<file path="src/rtl/core/nps_pkg.sv">
package nps_pkg;

  localparam int MAX_PROCS = 16;
  localparam int IDX_W     = (MAX_PROCS > 1) ? $clog2(MAX_PROCS) : 1;
  localparam int CNT_W     = $clog2(MAX_PROCS + 1);

  localparam int ARR_W  = 16;
  localparam int BUR_W  = 16;
  localparam int PRI_W  = 8;
  localparam int ID_W   = 4;
  localparam int TIME_W = 21;
  localparam int SUM_W  = 25;

  localparam int IN_DATA_W  = 40;
  localparam int OUT_DATA_W = 112;

  localparam logic [TIME_W-1:0] TIME_MAX = '1;
  localparam logic [SUM_W-1:0]  SUM_MAX  = '1;

  typedef struct packed {
    logic [ARR_W-1:0] arrival;
    logic [BUR_W-1:0] burst;
    logic [PRI_W-1:0] prio;
    logic [ID_W-1:0]  id;
  } entry_t;

  typedef struct packed {
    logic [ID_W-1:0]   id;
    logic [TIME_W-1:0] completion;
    logic [TIME_W-1:0] turnaround;
    logic [TIME_W-1:0] waiting;
  } result_t;

  typedef struct packed {
    logic load;
    logic init;
    logic scan;
    logic swap;
    logic commit;
    logic acc;
    logic div_start;
    logic out_rd;
    logic out_ld;
  } cmd_t;

  typedef struct packed {
    logic in_last;
    logic scan_last;
    logic slot_last;
    logic div_busy;
    logic out_fire;
    logic out_last;
  } sts_t;

endpackage

</file>
<file path="src/rtl/core/nonpreemptive_priority_scheduler.sv">
// Non-preemptive priority scheduler.
// Input stream: one item per process, tdata = arrival time, burst time and
// priority; tlast marks the final process and starts the schedule. Up to
// MAX_PROCS processes are held; items beyond that are dropped, but a dropped
// item with tlast still starts the schedule.
// Loading takes one item per cycle. After the tlast item, tready stays low
// while the table is scheduled: each slot i after the first scans entries
// i..n-1 through the single read port of the process table (the first slot
// reads only entry 0), then passes through the drain, swap, commit and
// accumulate states. Two shift-subtract dividers then compute the averages.
// Output stream: one item per process in schedule order, each read from the
// result table and registered, the next one only after the previous one is
// taken; tlast marks the final result. A stalled receiver holds the output
// register and the sequence; nothing is lost.
// After the final result is taken the block returns to loading with an empty
// table. Reset returns the block to loading with an empty table.
module nonpreemptive_priority_scheduler import nps_pkg::*; (
  input  logic                  clk_i,
  input  logic                  rst_ni,
  input  logic                  s_axis_tvalid,
  output logic                  s_axis_tready,
  // [15:0] arrival_time, [31:16] burst_time, [39:32] priority_level
  input  logic [IN_DATA_W-1:0]  s_axis_tdata,
  input  logic                  s_axis_tlast,
  output logic                  m_axis_tvalid,
  input  logic                  m_axis_tready,
  // [3:0] process_id, [24:4] completion_time, [45:25] turnaround_time,
  // [66:46] waiting_time, [87:67] average_turnaround, [108:88] average_waiting
  output logic [OUT_DATA_W-1:0] m_axis_tdata,
  output logic                  m_axis_tlast
);

  cmd_t cmd;
  sts_t sts;

  nps_ctrl u_ctrl (
    .clk_i  (clk_i),
    .rst_ni (rst_ni),
    .sts_i  (sts),
    .cmd_o  (cmd)
  );

  nps_datapath u_dp (
    .clk_i         (clk_i),
    .rst_ni        (rst_ni),
    .cmd_i         (cmd),
    .sts_o         (sts),
    .s_axis_tvalid (s_axis_tvalid),
    .s_axis_tready (s_axis_tready),
    .s_axis_tdata  (s_axis_tdata),
    .s_axis_tlast  (s_axis_tlast),
    .m_axis_tvalid (m_axis_tvalid),
    .m_axis_tready (m_axis_tready),
    .m_axis_tdata  (m_axis_tdata),
    .m_axis_tlast  (m_axis_tlast)
  );

endmodule

</file>
<file path="src/rtl/core/nps_div.sv">
module nps_div import nps_pkg::*; (
  input  logic             clk_i,
  input  logic             rst_ni,
  input  logic             start_i,
  input  logic [SUM_W-1:0] dividend_i,
  input  logic [CNT_W-1:0] divisor_i,
  output logic             busy_o,
  output logic [SUM_W-1:0] quotient_o
);

  localparam int STEP_W = $clog2(SUM_W + 1);

  logic              busy_q, busy_d;
  logic [STEP_W-1:0] step_q, step_d;
  logic [SUM_W-1:0]  quo_q, quo_d;
  logic [CNT_W-1:0]  rem_q, rem_d;
  logic [CNT_W-1:0]  dsr_q, dsr_d;
  logic [CNT_W:0]    trial;
  logic              ge;

  always_comb begin
    trial  = {rem_q, quo_q[SUM_W-1]};
    ge     = trial >= {1'b0, dsr_q};
    busy_d = busy_q;
    step_d = step_q;
    quo_d  = quo_q;
    rem_d  = rem_q;
    dsr_d  = dsr_q;
    if (start_i) begin
      busy_d = 1'b1;
      step_d = STEP_W'(SUM_W);
      quo_d  = dividend_i;
      rem_d  = '0;
      dsr_d  = divisor_i;
    end else if (busy_q) begin
      quo_d  = {quo_q[SUM_W-2:0], ge};
      rem_d  = ge ? CNT_W'(trial - {1'b0, dsr_q}) : CNT_W'(trial);
      step_d = step_q - STEP_W'(1);
      if (step_q == STEP_W'(1)) begin
        busy_d = 1'b0;
      end
    end
  end

  always_ff @(posedge clk_i or negedge rst_ni) begin
    if (!rst_ni) begin
      busy_q <= 1'b0;
      step_q <= '0;
    end else begin
      busy_q <= busy_d;
      step_q <= step_d;
    end
  end

  always_ff @(posedge clk_i) begin
    quo_q <= quo_d;
    rem_q <= rem_d;
    dsr_q <= dsr_d;
  end

  assign busy_o     = busy_q;
  assign quotient_o = quo_q;

endmodule

</file>
<file path="src/rtl/core/nps_ctrl.sv">
module nps_ctrl import nps_pkg::*; (
  input  logic clk_i,
  input  logic rst_ni,
  input  sts_t sts_i,
  output cmd_t cmd_o
);

  localparam logic [3:0] ST_LOAD     = 4'd0;
  localparam logic [3:0] ST_SCAN     = 4'd1;
  localparam logic [3:0] ST_DRAIN    = 4'd2;
  localparam logic [3:0] ST_SWAP     = 4'd3;
  localparam logic [3:0] ST_COMMIT   = 4'd4;
  localparam logic [3:0] ST_ACC      = 4'd5;
  localparam logic [3:0] ST_DIV      = 4'd6;
  localparam logic [3:0] ST_DIV_WAIT = 4'd7;
  localparam logic [3:0] ST_OUT_RD   = 4'd8;
  localparam logic [3:0] ST_OUT_LD   = 4'd9;
  localparam logic [3:0] ST_OUT_WAIT = 4'd10;

  logic [3:0] state_q, state_d;

  always_comb begin
    state_d = state_q;
    cmd_o   = '0;
    unique case (state_q)
      ST_LOAD: begin
        cmd_o.load = 1'b1;
        if (sts_i.in_last) begin
          cmd_o.init = 1'b1;
          state_d    = ST_SCAN;
        end
      end
      ST_SCAN: begin
        cmd_o.scan = 1'b1;
        if (sts_i.scan_last) begin
          state_d = ST_DRAIN;
        end
      end
      ST_DRAIN: begin
        state_d = ST_SWAP;
      end
      ST_SWAP: begin
        cmd_o.swap = 1'b1;
        state_d    = ST_COMMIT;
      end
      ST_COMMIT: begin
        cmd_o.commit = 1'b1;
        state_d      = ST_ACC;
      end
      ST_ACC: begin
        cmd_o.acc = 1'b1;
        state_d   = sts_i.slot_last ? ST_DIV : ST_SCAN;
      end
      ST_DIV: begin
        cmd_o.div_start = 1'b1;
        state_d         = ST_DIV_WAIT;
      end
      ST_DIV_WAIT: begin
        if (!sts_i.div_busy) begin
          state_d = ST_OUT_RD;
        end
      end
      ST_OUT_RD: begin
        cmd_o.out_rd = 1'b1;
        state_d      = ST_OUT_LD;
      end
      ST_OUT_LD: begin
        cmd_o.out_ld = 1'b1;
        state_d      = ST_OUT_WAIT;
      end
      ST_OUT_WAIT: begin
        if (sts_i.out_fire) begin
          state_d = sts_i.out_last ? ST_LOAD : ST_OUT_RD;
        end
      end
      default: begin
        state_d = ST_LOAD;
      end
    endcase
  end

  always_ff @(posedge clk_i or negedge rst_ni) begin
    if (!rst_ni) begin
      state_q <= ST_LOAD;
    end else begin
      state_q <= state_d;
    end
  end

endmodule

</file>
<file path="src/rtl/core/nps_datapath.sv">
module nps_datapath import nps_pkg::*; (
  input  logic                  clk_i,
  input  logic                  rst_ni,
  input  cmd_t                  cmd_i,
  output sts_t                  sts_o,
  input  logic                  s_axis_tvalid,
  output logic                  s_axis_tready,
  input  logic [IN_DATA_W-1:0]  s_axis_tdata,
  input  logic                  s_axis_tlast,
  output logic                  m_axis_tvalid,
  input  logic                  m_axis_tready,
  output logic [OUT_DATA_W-1:0] m_axis_tdata,
  output logic                  m_axis_tlast
);

  entry_t  tab_mem [MAX_PROCS];
  result_t res_mem [MAX_PROCS];

  logic [CNT_W-1:0]  cnt_q;
  logic [IDX_W-1:0]  last_idx, scan_end;
  logic [IDX_W-1:0]  slot_q, scan_q, rj_q, best_q, k_q;
  logic              rv_q, found_q;
  entry_t            rd_q, slot_ent_q, best_ent_q, sel_ent;
  logic [IDX_W-1:0]  sel_idx;
  logic [TIME_W-1:0] prev_q, comp_q, start, tat, wt;
  logic [TIME_W:0]   fin;
  logic [ARR_W:0]    ab_q;
  logic [TIME_W-1:0] tat_q, wt_q;
  logic [SUM_W-1:0]  tsum_q, wsum_q;
  logic [SUM_W:0]    tsum_add, wsum_add;
  logic              arrived, better;
  logic              in_fire, out_fire;
  logic              tab_we;
  logic [IDX_W-1:0]  tab_wa;
  entry_t            tab_wd, in_ent;
  result_t           rr_q;
  logic              busy_t, busy_w;
  logic [SUM_W-1:0]  avg_t, avg_w;
  logic              out_valid_q;
  logic              out_last_q;
  logic [OUT_DATA_W-1:0] out_data_q;

  assign in_fire  = s_axis_tvalid & cmd_i.load;
  assign out_fire = out_valid_q & m_axis_tready;
  assign last_idx = IDX_W'(cnt_q - CNT_W'(1));
  assign scan_end = (slot_q == '0) ? slot_q : last_idx;

  assign in_ent.arrival = s_axis_tdata[15:0];
  assign in_ent.burst   = s_axis_tdata[31:16];
  assign in_ent.prio    = s_axis_tdata[39:32];
  assign in_ent.id      = ID_W'(cnt_q);

  assign arrived = {{(TIME_W-ARR_W){1'b0}}, rd_q.arrival} <= prev_q;
  assign better  = !found_q || (rd_q.prio < best_ent_q.prio);
  assign sel_idx = found_q ? best_q : slot_q;
  assign sel_ent = found_q ? best_ent_q : slot_ent_q;

  assign start = (prev_q > TIME_W'(sel_ent.arrival)) ? prev_q : TIME_W'(sel_ent.arrival);
  assign fin   = {1'b0, start} + (TIME_W+1)'(sel_ent.burst);
  assign tat   = comp_q - TIME_W'(sel_ent.arrival);
  assign wt    = comp_q - TIME_W'(ab_q);

  assign tsum_add = {1'b0, tsum_q} + (SUM_W+1)'(tat_q);
  assign wsum_add = {1'b0, wsum_q} + (SUM_W+1)'(wt_q);

  always_comb begin
    tab_we = 1'b0;
    tab_wa = cnt_q[IDX_W-1:0];
    tab_wd = in_ent;
    priority if (in_fire) begin
      tab_we = cnt_q < CNT_W'(MAX_PROCS);
    end else if (cmd_i.swap) begin
      tab_we = 1'b1;
      tab_wa = sel_idx;
      tab_wd = slot_ent_q;
    end else if (cmd_i.commit) begin
      tab_we = 1'b1;
      tab_wa = slot_q;
      tab_wd = sel_ent;
    end
  end

  always_ff @(posedge clk_i) begin
    if (tab_we) begin
      tab_mem[tab_wa] <= tab_wd;
    end
    if (cmd_i.scan) begin
      rd_q <= tab_mem[scan_q];
    end
    if (cmd_i.commit) begin
      res_mem[slot_q] <= '{id: sel_ent.id, completion: comp_q, turnaround: tat, waiting: wt};
    end
    if (cmd_i.out_rd) begin
      rr_q <= res_mem[k_q];
    end
  end

  always_ff @(posedge clk_i or negedge rst_ni) begin
    if (!rst_ni) begin
      cnt_q       <= '0;
      tsum_q      <= '0;
      wsum_q      <= '0;
      rv_q        <= 1'b0;
      found_q     <= 1'b0;
      out_valid_q <= 1'b0;
      slot_q      <= '0;
      scan_q      <= '0;
      k_q         <= '0;
    end else begin
      rv_q <= cmd_i.scan;
      if (in_fire && (cnt_q < CNT_W'(MAX_PROCS))) begin
        cnt_q <= cnt_q + CNT_W'(1);
      end
      if (cmd_i.init) begin
        slot_q  <= '0;
        scan_q  <= '0;
        found_q <= 1'b0;
      end
      if (cmd_i.scan) begin
        scan_q <= scan_q + IDX_W'(1);
      end
      if (rv_q && arrived && better) begin
        found_q <= 1'b1;
      end
      if (cmd_i.acc) begin
        tsum_q <= tsum_add[SUM_W] ? SUM_MAX : tsum_add[SUM_W-1:0];
        wsum_q <= wsum_add[SUM_W] ? SUM_MAX : wsum_add[SUM_W-1:0];
        if (slot_q != last_idx) begin
          slot_q  <= slot_q + IDX_W'(1);
          scan_q  <= slot_q + IDX_W'(1);
          found_q <= 1'b0;
        end
      end
      if (cmd_i.div_start) begin
        k_q <= '0;
      end
      if (cmd_i.out_ld) begin
        out_valid_q <= 1'b1;
      end else if (out_fire) begin
        out_valid_q <= 1'b0;
        if (out_last_q) begin
          cnt_q  <= '0;
          tsum_q <= '0;
          wsum_q <= '0;
        end else begin
          k_q <= k_q + IDX_W'(1);
        end
      end
    end
  end

  always_ff @(posedge clk_i) begin
    if (cmd_i.init) begin
      prev_q <= '0;
    end else if (cmd_i.commit) begin
      prev_q <= comp_q;
    end
    if (rv_q) begin
      if (rj_q == slot_q) begin
        slot_ent_q <= rd_q;
      end
      if (arrived && better) begin
        best_q     <= rj_q;
        best_ent_q <= rd_q;
      end
    end
    rj_q <= scan_q;
    if (cmd_i.swap) begin
      comp_q <= fin[TIME_W] ? TIME_MAX : fin[TIME_W-1:0];
      ab_q   <= {1'b0, sel_ent.arrival} + (ARR_W+1)'(sel_ent.burst);
    end
    if (cmd_i.commit) begin
      tat_q <= tat;
      wt_q  <= wt;
    end
    if (cmd_i.out_ld) begin
      out_data_q <= {3'b000, avg_w[TIME_W-1:0], avg_t[TIME_W-1:0],
                     rr_q.waiting, rr_q.turnaround, rr_q.completion, rr_q.id};
      out_last_q <= k_q == last_idx;
    end
  end

  nps_div u_div_t (
    .clk_i      (clk_i),
    .rst_ni     (rst_ni),
    .start_i    (cmd_i.div_start),
    .dividend_i (tsum_q),
    .divisor_i  (cnt_q),
    .busy_o     (busy_t),
    .quotient_o (avg_t)
  );

  nps_div u_div_w (
    .clk_i      (clk_i),
    .rst_ni     (rst_ni),
    .start_i    (cmd_i.div_start),
    .dividend_i (wsum_q),
    .divisor_i  (cnt_q),
    .busy_o     (busy_w),
    .quotient_o (avg_w)
  );

  assign sts_o.in_last   = s_axis_tvalid & s_axis_tlast;
  assign sts_o.scan_last = scan_q == scan_end;
  assign sts_o.slot_last = slot_q == last_idx;
  assign sts_o.div_busy  = busy_t | busy_w;
  assign sts_o.out_fire  = out_fire;
  assign sts_o.out_last  = out_last_q;

  assign s_axis_tready = cmd_i.load;
  assign m_axis_tvalid = out_valid_q;
  assign m_axis_tdata  = out_data_q;
  assign m_axis_tlast  = out_last_q;

endmodule

</file>
<file path="config.mk">
export PLATFORM = sky130hd
export DESIGN_NAME = nonpreemptive_priority_scheduler
export DESIGN_NICKNAME = d
export VERILOG_FILES = /design/src/rtl/core/nps_pkg.sv /design/src/rtl/core/nonpreemptive_priority_scheduler.sv /design/src/rtl/core/nps_div.sv /design/src/rtl/core/nps_ctrl.sv /design/src/rtl/core/nps_datapath.sv
export SDC_FILE = /design/constraint.sdc
export NUM_CORES = 2
export LEC_CHECK = 0
export BUFFER_PORTS_ARGS = -buffer_cell sky130_fd_sc_hd__clkbuf_2
export CORE_ASPECT_RATIO = 2
export CORE_MARGIN = 4
export CORE_UTILIZATION = 61
export CTS_BUF_LIST = sky130_fd_sc_hd__clkbuf_4
export CTS_CLUSTER_DIAMETER = 50
export DETAILED_ROUTE_END_ITERATION = 6
export PLACE_DENSITY = 0.78
export SLEW_MARGIN = 20
export SYNTH_ARGS = -nofsm -noshare
export SYNTH_HDL_FRONTEND = slang
export SYNTH_SLANG_ARGS = --single-unit
</file>
<file path="constraint.sdc">
create_clock -name clk_i -period 13.76 [get_ports clk_i]
set_clock_uncertainty 0.2 [all_clocks]
set_input_delay 1.376 -clock clk_i [delete_from_list [all_inputs] [get_ports clk_i]]
set_output_delay 1.376 -clock clk_i [all_outputs]
set_load 0.1 [all_outputs]
</file>
==> Word-level counts from Yosys, hierarchy flattened <==
Memory sizes are Yosys's and may differ from the RTL's. A register that Yosys moved wholly into a read port is not among the register bits.
Cells that the tools add are included.
{ "classes": {"n_reduce_logical": 14, "order_cmp": 6, "n_addsub": 15, "n_eq_ne": 21, "bitwise_logic": 4, "n_mux": 79} }
{ "op_table": {"columns": ["op", "n"], "rows": [
  ["$mux 25", 14],
  ["$mux 44", 4],
  ["$mux 4", 21],
  ["$add 25x21->26", 2],
  ["$mux 5", 10],
  ["$pmux 4 s11", 1],
  ["$mux 1", 26],
  ["$add 21x16->22", 1],
  ["$gt 21x16->1", 1],
  ["$le 16x21->1", 1],
  ["$mux 21", 1],
  ["$sub 21x16->21", 1],
  ["$sub 21x17->21", 1],
  ["$add 16x16->17", 1],
  ["$eq 4x3->1 const B", 4],
  ["$eq 4x4->1", 4],
  ["$add 4x1->4 const B", 3],
  ["$eq 4x4->1 const B", 3],
  ["$ge 6x5->1", 2],
  ["$eq 5x1->1 const B", 2],
  ["$sub 5x1->5 const B", 2],
  ["$sub 5x5->5", 2],
  ["$eq 4x2->1 const B", 2],
  ["$logic_not 4->1", 2],
  ["18 further kinds", 28]
]} }
{ "word_totals": {"mem_bits_rw": 1776, "memories": 2, "regBits": 458, "wordCells": 177} }
{ "memory_table": {"columns": ["name", "depth", "word_bits", "read_ports", "rd_clocked_by_memory_dff", "write_ports", "line", "text"], "rows": [
  ["u_dp.res_mem", 16, 67, 1, 1, 1, "nps_datapath.sv:17", "result_t res_mem [MAX_PROCS];"],
  ["u_dp.tab_mem", 16, 44, 1, 1, 1, "nps_datapath.sv:16", "entry_t tab_mem [MAX_PROCS];"]
]} }

==> Depth between registers and ports, before layout <==
{ "depth": {"ltp_word": 9, "ltp_mapped": 24, "depth_no_buf": 22} }

==> Modules after synthesis <==
A second synthesis with hierarchy kept.
{ "hier_totals": {"cells_unflattened": 4814, "hier_area_um2": 95046.2} }
{ "modules_own_cells": {"columns": ["module", "area_each_um2", "cells_per_inst", "instances", "seq_area_each_um2"], "rows": [
  ["nps_datapath", 90782.1, 4487, 1, 67384.6],
  ["nps_div", 1928.1, 141, 2, 1151.1],
  ["nps_ctrl", 407.9, 45, 1, 100.1]
]} }

==> Least setup slack after synthesis <==
OpenSTA, ideal clock, no wires.
{ "synth_path": {"path_kind": "register to register", "from": "reg u_ctrl.state_q[3]", "to": "mem u_dp.res_mem[1][0] (netlist bit) (enable)", "required_ns": 12.986, "path_stages_with_launch": 10, "period_less_slack_ns": 7.032, "setup_slack_ns": 6.728, "n_path_buf": 3, "setup_ns": 0.574, "t_arrival_ns": 6.258, "path_cell_list": "dfrtp_1 > inv_1 > nand2_1 > or3_1 > buf_2 > inv_2 > buf_2 > clkbuf_1 > nand2_1 > nor3_1"} }
{ "synth_between": {"elab_chain_cells": 4} }
{ "synth_rtl": {"columns": ["element", "line", "text"], "rows": [
  ["start: declaration", "nps_ctrl.sv:20", "logic [3:0] state_q, state_d;"],
  ["start signal: assignment", "nps_ctrl.sv:86", "state_q <= state_d;"],
  ["$eq 4x3->1", "nps_ctrl.sv:25", "unique case (state_q)"],
  ["$mux 1", "nps_ctrl.sv:25", null],
  ["$mux 1", "nps_datapath.sv:90", "if (cmd_i.commit) begin"],
  ["$mux 1 (not written as such)", "nps_datapath.sv:91", "res_mem[slot_q] <= '{id: sel_ent.id, completion: comp_q, turnaround: tat, waiting: wt};"],
  ["end: declaration", "nps_datapath.sv:17", null]
]} }
No other way between the ends.

==> Final worst setup path <==
{ "layout_path": {"from": "reg u_dp.found_q", "to": "reg u_dp.comp_q[16], data pin"} }
{ "layout_between": {"elab_chain_cells": 4} }
{ "layout_rtl": {"columns": ["element", "line", "text"], "rows": [
  ["start: declaration", "nps_datapath.sv:22", "logic rv_q, found_q;"],
  ["start signal: assignment", "nps_datapath.sv:104", "found_q <= 1'b0;"],
  ["start signal: assignment", "nps_datapath.sv:117", "found_q <= 1'b0;"],
  ["start signal: assignment", "nps_datapath.sv:123", "found_q <= 1'b1;"],
  ["$mux 44 (*)", "nps_datapath.sv:56", "assign sel_ent = found_q ? best_ent_q : slot_ent_q;"],
  ["$gt 21x16->1", "nps_datapath.sv:58", "assign start = (prev_q > TIME_W'(sel_ent.arrival)) ? prev_q : TIME_W'(sel_ent.arrival);"],
  ["$mux 21", "nps_datapath.sv:58", null],
  ["$add 21x16->22 (*)", "nps_datapath.sv:59", "assign fin = {1'b0, start} + (TIME_W+1)'(sel_ent.burst);"],
  ["end signal: assignment", "nps_datapath.sv:169", "comp_q <= fin[TIME_W] ? TIME_MAX : fin[TIME_W-1:0];"],
  ["end: declaration", "nps_datapath.sv:25", "logic [TIME_W-1:0] prev_q, comp_q, start, tat, wt;"]
]} }
Every way passes the cells marked *; elsewhere a longest branch is shown, timed or not.
A chain may end at the register's enable or synchronous reset.

==> impl_metrics.csv <==
group,metric,value,unit
layout,n_fill_cell,9717,
logic_synthesis,synth_compound_area_share,3.734,%
die,start_util,61.44,%
setup_path,cp_slowest_stage_delay,0.65,ns
pwr,total_leakage_power,0.03442,uW
layout,nets,5591,
timing,tightest_slew,1.163,ns
setup_path,crit_path_end_kind,"register",
logic_synthesis,yosys_warnings,0,
placement,place_ws,7.084,ns
logic_synthesis,synthAdderAreaFrac,2.404,%
drt,drtAntennaViolNets,0,
timing,clock.fmax,148.6,MHz
logic_synthesis,synthFlopType,"edfxtp_1",
clock_network,path_clk_slew,0.07,ns
global_route,antenna_found_initial,5,
timing,rsz0062_at_grt,"false",
drt,wl,214.7,mm
timing,tns,0,ns
drt,vias,48980,
timing,relSlewSlack,22.37,%
layout,layout-drive-gt1-share,30.27,%
timing,hold_viol_final,0,
logic_synthesis,synth_edf_count,2224,
drt,routedWlPerCell,27.49,um
die,fp.dieW,285.7,um
clock_network,cts_buffers,480,
hold_path,holdPathEnd,"u_dp.m_axis_tdata[55]$_DFFE_PP_",
die,placementRows,203,
placement,portBuffers,156,
clock_network,cts_setup_buffers,0,
logic_synthesis,synth.top_cells.by_count,"2224 x edfxtp_1, 555 x mux4_2, 320 x nand2_1",
logic_synthesis,synthMuxAreaShare,14.13,%
run_status,status,"finished clean",
clock_network,cts_tree,"yes",
logic_synthesis,synth.area.top_cells,"edfxtp_1 71%, mux4_2 13%, dfrtp_1 2.3%, ha_1 2.2%, nand2_1 1.3%",
logic_synthesis,synth.most_common_cell,"edfxtp_1",
clock_network,cts.sink_count,2345,
timing,min_period_over_period,48.91,%
hold_path,min-delay-start,"u_dp.rr_q[9]$_DFFE_PN_",
timing,fin_ws,7.030,ns
timing,fin_crit,6.730,ns
drt,drtIter0Drc,4666,
logic_synthesis,ys_types,91,
logic_synthesis,synth_area,0.09410,mm2
clock_network,cts.path.max_buffers,4,
logic_synthesis,avgSynthCellArea,19.56,um2
die,die_y,563.4,um
flow_run,maxCapViolCount,0,
die,boundaryPins,160,
setup_path,r2r-start,"u_dp.found_q$_DFF_PN0_",
hold_path,min_path_cells,0,
setup_path,slowest_stage,"o21ai_4",
placement,gp_congestion,0.8819,
die,core,0.1532,mm2
setup_path,worstSetupPathType,"reg2reg",
setup_path,timing.rr.end,"u_dp.comp_q[16]$_SDFFCE_PP1P_",
global_route,grt_max_degree,119,
drt,first_pass_iters,7,
setup_path,cp.required,14.52,ns
layout,areaGrowthSynthToFinish,10.57,%
logic_synthesis,yosys.area.top_type_share,70.97,%
logic_synthesis,synth_top_area_cell,"edfxtp_1",
drt,drc_errors,0,
global_route,grt.overflow.total,0,
logic_synthesis,synth_cells,4811,
setup_path,ff2ff_setup_slack,7.03,ns
logic_synthesis,synth_top_family_by_area,"multiplexers",
global_route,grt_usage,26.92,%
pwr,powerDensity,131.3,mW/mm2
timing,whs,0.1882,ns
pwr,irDropWorstVdd,81.72,uV
logic_synthesis,synth_xor_area_share,1.108,%
setup_path,crit_path_start_kind,"register",
placement,hpwl,124.2,mm
logic_synthesis,ys_seq_area_share,74.00,%
setup_path,r2r_cells,18,
clock_network,clk_latency,1.22,ns
logic_synthesis,async_flop_share,3.667,%
drt,viasPerCell,6.273,
timing,setup-violations-final,0,
global_route,grt_first_pass_wirelength,319.8,mm
setup_path,worstPathArrival,7.49,ns
timing,slew_viol_final,0,
clock_network,root_buffer,"clkbuf_4",
setup_path,worstPathCellList,"buf_4 > buf_4 > mux2i_1 > ha_1 > a21oi_1 > nor3b_1 > nor4_1 > o21ai_1 > o21ai_4 > mux2_2 > ha_1 > a211o_1 > a2111oi_2 > o2111ai_1 > a31oi_1 > o21ai_1 > nand3_2 > a21bo_2",
clock_network,h-tree-depth,5,
die,dieArea,0.1610,mm2
global_route,grt_pass1_vias,51340,
hold_path,hold_path_class,"reg2reg",
logic_synthesis,synth_seq_cells,2345,
setup_path,critPathMaxFanout,30,
logic_synthesis,yosys.area_share.simple,3.259,%
## what timing repair did
action | 4_1_cts | 5_1_grt
endpoints found under the hold margin | 33 | 0
resized for setup | 0 | 0
setup endpoints to repair | 0 | 0
hold buffers | 1 | 0
## metrics by stage
| step | power, uW | utilization, % | std cells | instance area [um2] |
|---|---|---|---|---|
| global route | 14260 | 67.93 | 7808 | 104000 |
| detailed placement | 8869 | 63.92 | 6937 | 97890 |
| finish | 13660 | 67.93 | 7809 | 104000 |
| CTS | 13780 | 67.87 | 7804 | 103900 |
| global placement | 8834 | 63.91 | 6937 | 97890 |
| floorplan | 8687 | - | 4813 | 94110 |
## worst max-delay path by stage
| stage | from | end | cells after the start |
|---|---|---|---|
| after detailed placement | u_dp.found_q$_DFF_PN0_ | u_dp.comp_q[16]$_SDFFCE_PP1P_ | 18 |
| after global routing | u_dp.found_q$_DFF_PN0_ | u_dp.comp_q[16]$_SDFFCE_PP1P_ | 18 |
| after floorplan | u_ctrl.state_q[3]$_DFFE_PN0P_ | u_dp.res_mem[1][0]$_DFFE_PP_ | 9 |
| after global placement | u_dp.found_q$_DFF_PN0_ | u_dp.comp_q[16]$_SDFFCE_PP1P_ | 18 |
| after CTS | u_dp.found_q$_DFF_PN0_ | u_dp.comp_q[16]$_SDFFCE_PP1P_ | 18 |
| final | u_dp.found_q$_DFF_PN0_ | u_dp.comp_q[16]$_SDFFCE_PP1P_ | 18 |
## state kept, by name (all words and copies together), names as in the netlist, 5 cells and up
signal                   cells
u_dp.ab_q                   17
u_dp.best_ent_q             44
u_dp.cnt_q                   5
u_dp.comp_q                 21
u_dp.m_axis_tdata          109
u_dp.prev_q                 21
u_dp.rd_q                   44
u_dp.res_mem              1072
u_dp.rr_q                   67
u_dp.slot_ent_q             44
u_dp.tab_mem               704
u_dp.tat_q                  21
u_dp.tsum_q                 25
u_dp.u_div_t.dsr_q           5
u_dp.u_div_t.quotient_o     25
u_dp.u_div_t.rem_q           5
u_dp.u_div_t.step_q          5
u_dp.u_div_w.quotient_o     25
u_dp.u_div_w.rem_q           5
u_dp.u_div_w.step_q          5
u_dp.wsum_q                 25
u_dp.wt_q                   21
## power by group
group / total, uW / leakage, uW / internal, uW / switching (uW)
logic: 719 / 0.00945 / 321 / 399
clock network: 4940 / 0.00361 / 2370 / 2570
registers: 8000 / 0.0214 / 7890 / 110
## per-layer routing
layer / up-vias / global-route usage, % / part of all wire (%) / wire [um]
met2: 2380 / 48.33 / 54 / 115500
met4: 6 / 12.17 / 4.7 / 10030
li1: 20970 / - / - / -
met3: 507 / 4.218 / 7.1 / 15240
met1: 25130 / 32.21 / 34 / 73830
met5: - / 0 / 0.016 / 34
## area by class of cell
| cell class | count | area [um2] | share of cell area (%) |
|---|---|---|---|
| sequential | 2345 | 69670 | 66.96 |
| multi-input combinational | 2148 | 23570 | 22.65 |
| clock buffer | 679 | 5097 | 4.899 |
| tap | 2050 | 2565 | 2.465 |
| timing repair buffer | 280 | 1754 | 1.686 |
| clock inverter | 187 | 944.7 | 0.9080 |
| inverter | 115 | 435.4 | 0.4185 |
| antenna | 5 | 12.51 | 0.01203 |
## kinds of logic (layout without fill, tap and decap cells)
family,Yosys count,after routing
AND/OR/NAND/NOR,693,693
XOR/XNOR,119,119
multiplexers,630,630
other,1,8
AO/OA/AOI/OAI,527,527
adder cells (fa/ha/maj),176,176
buffers and inverters,320,1261
flip-flops,2345,2345
## cells in the final DEF (no fill, tap or decap), types with 48 or more instances in the layout
master    Yosys  layout
edfxtp_1   2224    2224
clkbuf_4      0     679
mux4_2      555     555
nand2_1     320     319
ha_1        168     168
clkbuf_2      0     155
nor2_1      182     149
a21oi_1     142     136
buf_4         4     121
clkinv_1      1     116
inv_1       113     111
o21ai_0     109     107
dfrtp_1      86      77
xnor2_1      70      65
clkinv_2      0      48
## critical path: cells and delay by family (launching register included)
| family | cells | cell delay, ns |
|---|---|---|
| AO/OA/AOI/OAI | 9 | 2.90 |
| multiplexers | 2 | 1.03 |
| buffers and inverters | 2 | 0.77 |
| AND/OR/NAND/NOR | 3 | 0.60 |
| adder cells (fa/ha/maj) | 2 | 0.59 |
| flip-flops | 1 | 0.34 |
Note: power is estimated with default switching activity, not from simulation.
